[src/hdl/uoq_pkg.sv]
// Shared types and constants for the ultrasonic occupancy qualifier.
// Used by uoq_eval and by the top level; depends on nothing else.
package uoq_pkg;

	localparam int unsigned ECHO_W   = 15;
	localparam int unsigned TIME_W   = 32;
	localparam int unsigned DIST_W   = 9;
	localparam int unsigned THR_W    = 8;
	localparam int unsigned DELAY_W  = 16;
	localparam int unsigned NEED_W   = 26;
	localparam int unsigned SENSOR_W = 4;
	localparam int unsigned CFG_IDX_W = 2;

	localparam logic [ECHO_W-1:0] ECHO_MAX_US = 15'd30000;
	localparam logic [DIST_W-1:0] DIST_MIN_CM = 9'd2;
	localparam logic [DIST_W-1:0] DIST_MAX_CM = 9'd400;
	localparam logic [DIST_W-1:0] DIST_FAR_CM = 9'd401;
	localparam logic [9:0]        MS_PER_S    = 10'd1000;

	// echo_us * 343 / 20000 is done as one multiply by a scaled reciprocal.
	// The rounding error stays below one part in 20000 over the 15-bit input.
	localparam int unsigned       DIST_SHIFT = 30;
	localparam logic [24:0]       DIST_RECIP = 25'd18414673;

	localparam logic [THR_W-1:0] THR_RESET = 8'd100;
	localparam logic [THR_W-1:0] THR_MIN   = 8'd1;
	localparam logic [THR_W-1:0] THR_MAX   = 8'd254;

	typedef enum logic [CFG_IDX_W-1:0] {
		CFG_THRESHOLD = 2'd0,
		CFG_VACATE    = 2'd1,
		CFG_ARRIVE    = 2'd2,
		CFG_UNUSED    = 2'd3
	} uoq_cfg_idx_t;

	typedef struct packed {
		logic [TIME_W-1:0]   now_ms;
		logic [ECHO_W-1:0]   echo_us;
		logic                echo_started;
		logic [SENSOR_W-1:0] sensor;
	} uoq_item_t;

	typedef struct packed {
		logic                changed;
		logic                reported_occupied;
		logic                raw_occupied;
		logic [DIST_W-1:0]   range_cm;
		logic                reading_ok;
		logic [SENSOR_W-1:0] sensor_out;
	} uoq_result_t;

	typedef struct packed {
		logic [TIME_W-1:0] change_time;
		logic              reported;
		logic              raw;
	} uoq_entry_t;

	typedef struct packed {
		logic [NEED_W-1:0] arrive_need;
		logic [NEED_W-1:0] vacate_need;
		logic [THR_W-1:0]  threshold;
	} uoq_cfg_t;

endpackage

[src/hdl/uoq_eval.sv]
// Per-item evaluation: distance, validity, raw and delay-qualified occupancy.
// Purely combinational; depends on uoq_pkg.
module uoq_eval
	import uoq_pkg::*;
(
	input  uoq_item_t   item,
	input  logic        in_range,
	input  uoq_entry_t  entry,
	input  uoq_cfg_t    cfg,
	output uoq_result_t result,
	output uoq_entry_t  entry_next
);

	logic [39:0]         prod;
	logic [9:0]          dist_raw;
	logic                too_long;
	logic                in_window;
	logic                ok;
	logic [DIST_W-1:0]   dist_far;
	logic                det;
	logic                raw_flip;
	logic                raw_n;
	logic [TIME_W-1:0]   time_n;
	logic [TIME_W-1:0]   elapsed;
	logic [NEED_W-1:0]   need;
	logic                fire;

	assign prod      = 40'(item.echo_us) * 40'(DIST_RECIP);
	assign dist_raw  = prod[DIST_SHIFT +: 10];
	assign too_long  = item.echo_us > ECHO_MAX_US;
	assign in_window = (dist_raw >= 10'(DIST_MIN_CM)) && (dist_raw <= 10'(DIST_MAX_CM));
	assign ok        = in_range && item.echo_started && (too_long || in_window);
	assign dist_far  = too_long ? DIST_FAR_CM : dist_raw[DIST_W-1:0];
	assign det       = dist_far <= DIST_W'(cfg.threshold);

	// A change of raw state restarts the hold timer at this item's time.
	assign raw_flip = ok && (det != entry.raw);
	assign raw_n    = raw_flip ? det : entry.raw;
	assign time_n   = raw_flip ? item.now_ms : entry.change_time;
	assign elapsed  = item.now_ms - time_n;
	assign need     = raw_n ? cfg.arrive_need : cfg.vacate_need;
	assign fire     = ok && (raw_n != entry.reported) && (elapsed >= TIME_W'(need));

	always_comb begin
		entry_next.raw         = raw_n;
		entry_next.change_time = time_n;
		entry_next.reported    = fire ? raw_n : entry.reported;

		result.sensor_out        = item.sensor;
		result.reading_ok        = ok;
		result.range_cm          = ok ? dist_far : '0;
		result.raw_occupied      = raw_n;
		result.reported_occupied = entry_next.reported;
		result.changed           = fire;
	end

endmodule

[src/hdl/ultrasonic_occupancy_qualifier_core.sv]
// Ultrasonic occupancy qualifier, top level.
// Depends on uoq_pkg and uoq_eval.
//
// Each input item is one echo measurement for one sensor. The block turns it
// into a distance, updates that sensor's raw occupancy and change time, and
// promotes the raw state to the reported state once it has held for the
// arrive or vacate delay. Exactly one result item comes out per input item,
// in order.
//
// Input stream: s_tvalid/s_tready/s_tdata/s_tuser. Output stream: m_tvalid/m_tready/
// m_tdata/m_tuser. Configuration: cfg_we/cfg_index/cfg_data, written by the user only
// while no item is in flight, not enforced by the block; unknown indexes are ignored.
//
// A result passes an input register, then the evaluation logic, then the result
// register. Throughput is one item per cycle while the receiver keeps up; the
// per-sensor state is written on the same edge as the result register, so an
// item for the same sensor in the next cycle sees the update.
// When the receiver stalls, the result register holds and one more item waits
// in the input register; s_tready then drops.
// Reset clears all sensor state to unoccupied with change time zero, and sets
// threshold 100 cm and both delays to zero.
module ultrasonic_occupancy_qualifier_core
	import uoq_pkg::*;
#(
	parameter int unsigned SENSORS = 16
)(
	input  logic                 clk,
	input  logic                 arst_n,
	input  logic                 s_tvalid,
	output logic                 s_tready,
	// s_tdata: echo_started [0], echo_us [15:1], now_ms [47:16]
	input  logic [47:0]          s_tdata,
	// s_tuser: sensor [3:0]
	input  logic [3:0]           s_tuser,
	output logic                 m_tvalid,
	input  logic                 m_tready,
	// m_tdata: reading_ok [0], range_cm [9:1], raw_occupied [10],
	// reported_occupied [11], changed [12], zero [15:13]
	output logic [15:0]          m_tdata,
	// m_tuser: sensor_out [3:0]
	output logic [3:0]           m_tuser,
	input  logic                 cfg_we,
	input  logic [CFG_IDX_W-1:0] cfg_index,
	input  logic [DELAY_W-1:0]   cfg_data
);

	// Only sensor numbers that the 4-bit field can carry need storage.
	localparam int unsigned NUM   = (SENSORS < 16) ? SENSORS : 16;
	localparam int unsigned IDX_W = (NUM > 1) ? $clog2(NUM) : 1;

	uoq_cfg_t    cfg_q;
	uoq_item_t   item_s1;
	logic        valid_s1;
	uoq_result_t result_s2;
	logic        valid_s2;

	logic              raw_q  [NUM];
	logic              rep_q  [NUM];
	logic [TIME_W-1:0] time_q [NUM];

	logic        adv;
	logic        in_range;
	logic [IDX_W-1:0] idx;
	uoq_entry_t  entry_rd;
	uoq_entry_t  entry_next;
	uoq_result_t result_c;
	logic [THR_W-1:0] thr_sat;

	assign adv      = valid_s1 && (!valid_s2 || m_tready);
	assign s_tready = !valid_s1 || adv;

	assign in_range = {4'b0, item_s1.sensor} < 8'(NUM);
	assign idx      = IDX_W'(item_s1.sensor);

	always_comb begin
		if (in_range) begin
			entry_rd.raw         = raw_q[idx];
			entry_rd.reported    = rep_q[idx];
			entry_rd.change_time = time_q[idx];
		end else begin
			entry_rd = '0;
		end
	end

	uoq_eval u_eval (
		.item       (item_s1),
		.in_range   (in_range),
		.entry      (entry_rd),
		.cfg        (cfg_q),
		.result     (result_c),
		.entry_next (entry_next)
	);

	always_comb begin
		thr_sat = cfg_data[THR_W-1:0];
		if (thr_sat < THR_MIN) begin
			thr_sat = THR_MIN;
		end else if (thr_sat > THR_MAX) begin
			thr_sat = THR_MAX;
		end
	end

	// The delays are kept in milliseconds so the item path only subtracts and compares.
	always_ff @(posedge clk or negedge arst_n) begin
		if (!arst_n) begin
			cfg_q.threshold   <= THR_RESET;
			cfg_q.vacate_need <= '0;
			cfg_q.arrive_need <= '0;
		end else if (cfg_we) begin
			unique case (uoq_cfg_idx_t'(cfg_index))
				CFG_THRESHOLD: cfg_q.threshold   <= thr_sat;
				CFG_VACATE:    cfg_q.vacate_need <= NEED_W'(cfg_data) * NEED_W'(MS_PER_S);
				CFG_ARRIVE:    cfg_q.arrive_need <= NEED_W'(cfg_data) * NEED_W'(MS_PER_S);
				default:       ;
			endcase
		end
	end

	always_ff @(posedge clk or negedge arst_n) begin
		if (!arst_n) begin
			valid_s1 <= 1'b0;
		end else if (s_tready) begin
			valid_s1 <= s_tvalid;
		end
	end

	always_ff @(posedge clk) begin
		if (s_tvalid && s_tready) begin
			item_s1.sensor       <= s_tuser;
			item_s1.echo_started <= s_tdata[0];
			item_s1.echo_us      <= s_tdata[15:1];
			item_s1.now_ms       <= s_tdata[47:16];
		end
	end

	always_ff @(posedge clk or negedge arst_n) begin
		if (!arst_n) begin
			valid_s2 <= 1'b0;
		end else if (adv) begin
			valid_s2 <= 1'b1;
		end else if (m_tready) begin
			valid_s2 <= 1'b0;
		end
	end

	always_ff @(posedge clk) begin
		if (adv) begin
			result_s2 <= result_c;
		end
	end

	always_ff @(posedge clk or negedge arst_n) begin
		if (!arst_n) begin
			for (int i = 0; i < NUM; i++) begin
				raw_q[i]  <= 1'b0;
				rep_q[i]  <= 1'b0;
				time_q[i] <= '0;
			end
		end else if (adv && in_range) begin
			raw_q[idx]  <= entry_next.raw;
			rep_q[idx]  <= entry_next.reported;
			time_q[idx] <= entry_next.change_time;
		end
	end

	assign m_tvalid = valid_s2;
	assign m_tuser  = result_s2.sensor_out;
	assign m_tdata  = {3'b000, result_s2.changed, result_s2.reported_occupied,
		result_s2.raw_occupied, result_s2.range_cm, result_s2.reading_ok};

endmodule

[config.mk]
export PLATFORM = sky130hd
export DESIGN_NAME = ultrasonic_occupancy_qualifier_core
export DESIGN_NICKNAME = d
export VERILOG_FILES = /design/src/hdl/uoq_pkg.sv /design/src/hdl/uoq_eval.sv /design/src/hdl/ultrasonic_occupancy_qualifier_core.sv
export SDC_FILE = /design/constraint.sdc
export NUM_CORES = 2
export LEC_CHECK = 0
export BUFFER_PORTS_ARGS = -buffer_cell sky130_fd_sc_hd__buf_4
export CAP_MARGIN = 20
export CORE_ASPECT_RATIO = 1.2
export CORE_MARGIN = 5
export CORE_UTILIZATION = 50
export DETAILED_ROUTE_END_ITERATION = 16
export PLACE_DENSITY = 0.64
export SLEW_MARGIN = 40
export SYNTH_ARGS = -nofsm -noshare
export SYNTH_HDL_FRONTEND = slang
export SYNTH_SLANG_ARGS = --single-unit
[constraint.sdc]
create_clock -name clk -period 14.27 [get_ports clk]
set_clock_uncertainty 0.2 [all_clocks]
set_input_delay 0.7135 -clock clk [delete_from_list [all_inputs] [get_ports clk]]
set_output_delay 0.7135 -clock clk [all_outputs]
set_load 0.03 [all_outputs]
==> results_dict.tcl <==
set metrics [dict create \
    outcome "finished, final reports clean" \
    initial_core_util 0.502 \
    synth-edff-count 69 \
    critPathMaxStageDelay_ns 0.68 \
    synth-xor-area-share 0.0120 \
    p_sw_mw 3.67 \
    cts_buffer_depth 3 \
    period_share 0.943 \
    avgSynthCellArea_um2 12.2 \
    p_comb_frac 0.481 \
    core_um2 78900 \
    muxShareOfSynthArea 0.203 \
    placed_area_um2 41500 \
    ys_seq_elements 669 \
    place_inst 4241 \
    grt_first_pass_wirelength_um 159000 \
    syn_area_um2 39600 \
    grt_start_max_net_pins 171 \
    cp_slowest_cell "fa_1" \
    yosys_warnings 0 \
    port_buffers 93 \
    hold_viol 0 \
    fin_ws_ns 0.812 \
    ir_drop_v 0.0000977 \
    power_frac_seq 0.318 \
    track_usage 0.238 \
    cts_tree "done" \
    crit_arrival_ns 13.78 \
    io-pin-count 97 \
    die_w_um 267 \
    drc 0 \
    crit_family "adder cells" \
    synth_cell_types 86 \
    synthCells 3240 \
    synth_area_leader_cell "dfrtp_1" \
    pre_cts_slack_ns 0.750 \
    syn_to_final_growth_pct 11.5 \
    fmax_mhz 74.3 \
    synth_compound_area_frac 0.0784 \
    synth_top_family_by_area "multiplexers" \
    clock-root-buffer "clkbuf_16" \
    pwr-share-clk 0.201 \
    power.density_nw_per_um2 214 \
    overflow 0 \
    viasPerCell 5.89 \
    start_kind "register" \
    p_sw_frac 0.389 \
    synth_top_flop_cell "dfrtp_1" \
    routedWlPerCell_um 22.9 \
    nets 3788 \
    async_flop_share 0.897 \
    final_layout_size_suffix_gt1_frac 0.253 \
    synth-simple-area-share 0.0685 \
    tns_ns 0 \
    p_int_mw 5.75 \
    crit_buf_inv 5 \
    crit_fanout 18 \
    period_minus_slack_ns 13.46 \
    antenna_found_initial 0 \
    first_iter_violations 1911 \
    antenna_cells 0 \
    dieArea_um2 84900 \
    clkSlewWorstSetupHoldPaths_ns 0.06 \
    ant_nets 0 \
    final_area_um2 44100 \
    cts_max_level 3 \
    seq_area_frac_synth 0.432 \
    crit_top_cell "fa_1" \
    clock_sinks 669 \
    drt_wl_total_um 101000 \
    synthAdderAreaFrac 0.161 \
    synth_area_leaders "dfrtp_1, mux4_2, mux2_2" \
    grt_pass1_vias 27600 \
    layoutNonFillerInstCount 4385 \
    num_vias 25800 \
    cp.required_ns 14.59 \
    crit_path_end_kind "register" \
    yosysTopAreaCellShare 0.378 \
    worstMarginPinSlew_ns 0.836 \
    clock_latency_ns 0.65 \
    rsz0062_at_grt "false" \
    setup_viol 0 \
    p_leak_nw 20.2 \
    place_hpwl_um 68200 \
    max_cap_viol_count 0 \
    finalMaxSlewViolations 0 \
    drtPass1Iterations 5 \
    max-slew-margin-rel 0.443 \
    std_cell_rows 113 \
    post-cts-setup-buffers 0 \
    critPathKind "register to register" \
    hp-class "input port to register" \
    die_h_um 318 \
    place.gp.congestion 0.953 \
    cts-buffers-inserted 73 \
]
==> metrics by stage <==
step	util	power, mW	hold slack [ns]
after global routing	0.559	10.2	0.0210
after floorplan	-	6.34	0.218
after global placement	0.523	7.28	0.256
final	0.559	9.42	0.0398
after CTS	0.557	9.46	0.00195
after detailed placement	0.526	7.52	0.266
==> cell usage after synthesis (7+ instances only) <==
master    instances
inv_1           237
o31ai_1          11
nand3_1          21
a211oi_1          8
nand4_1          17
nand2_1         181
buf_6            11
fa_1            146
nor2b_1          12
mux2i_2          10
buf_2            21
xor2_1           20
a21oi_1         227
mux2_4           16
buf_1            16
and3_1            7
edfxtp_1         69
o21bai_1         15
or2_2             7
mux2i_1          31
dfrtp_1         597
a31oi_1           7
mux2_2          315
a21oi_2          19
and2_1            9
ha_1            277
nor2_1          240
clkbuf_2         15
nand2b_1         19
o211ai_1         10
o21a_1            9
mux4_2          169
or3_1            10
o21ai_0         127
xnor2_1          34
nor3_1           60
o32ai_1          16
clkbuf_1        123
a21o_1           20
==> sequential cells by signal, indices dropped and copies added (netlist names) <==
signal and count:
raw_q 16, idx 4, item_s1 48, cfg_q 54, m_tvalid 1, m_tdata 13, valid_s1 1, time_q 512
m_tuser 4, rep_q 16
==> area by class of cell <==
class	instances	area, um2
Fill cell	6524	34800
Multi-Input combinational cell	2145	20900
Tap cell	1035	1290
Inverter	237	890
Sequential cell	669	17100
Clock buffer	110	2160
Timing Repair Buffer	164	1470
Clock inverter	25	287
==> timing repair <==
action                                  CTS  global route
endpoints found under the setup margin    0            16
hold endpoints to repair                100             0
resized for setup                         0             2
hold buffers                              6             0
==> metal layers <==
metal / wire length [um] / global-route usage
met4: 3620 / 0.0863
met1: 41000 / 0.315
met2: 50600 / 0.402
met5: 0 / 0
met3: 5420 / 0.0343
==> logic make-up after synthesis <==
family / after synthesis
DFF: 669
buffers and inverters: 428
AOI/OAI and AO/OA: 515
other: 1
and+or+nand+nor: 609
adders and majority gates: 423
muxes: 541
xor gates and xnor gates: 54
==> layout by cell type, fill, tap and decap left out, types with 77 or more instances in the layout <==
cell / netlist / routed
dfrtp_1: 597 / 597
mux2_2: 315 / 315
ha_1: 277 / 277
inv_1: 237 / 236
a21oi_1: 227 / 227
nor2_1: 240 / 227
nand2_1: 181 / 181
mux4_2: 169 / 169
fa_1: 146 / 146
buf_4: 4 / 136
o21ai_0: 127 / 127
clkbuf_16: 0 / 77
==> power by group through the flow <==
| stage | logic (mW) | registers, mW | clock network, mW |
|---|---|---|---|
| after floorplan | 3.43 | 2.90 | 0 |
| after global placement | 4.33 | 2.95 | 0 |
| after detailed placement | 4.50 | 3.02 | 0 |
| after CTS | 4.54 | 2.99 | 1.94 |
| after global routing | 5.08 | 3.07 | 2.02 |
| final | 4.53 | 2.99 | 1.89 |
==> final timing paths <==
check	startpoint	to	slack, ns	cells past startpoint
max reg2reg	item_s1[11]	rep_q[13]	0.81	48
max	item_s1[11]	rep_q[13]	0.81	48
min in group asynchronous	arst_n	time_q[149]	0.35	2
min	s_tdata[30]	item_s1[34]	0.04	1
min reg2reg	cfg_q[7]	cfg_q[7]	0.28	2
max in group asynchronous	arst_n	time_q[415]	10.99	7
Note: power is estimated with default switching activity, not from simulation.
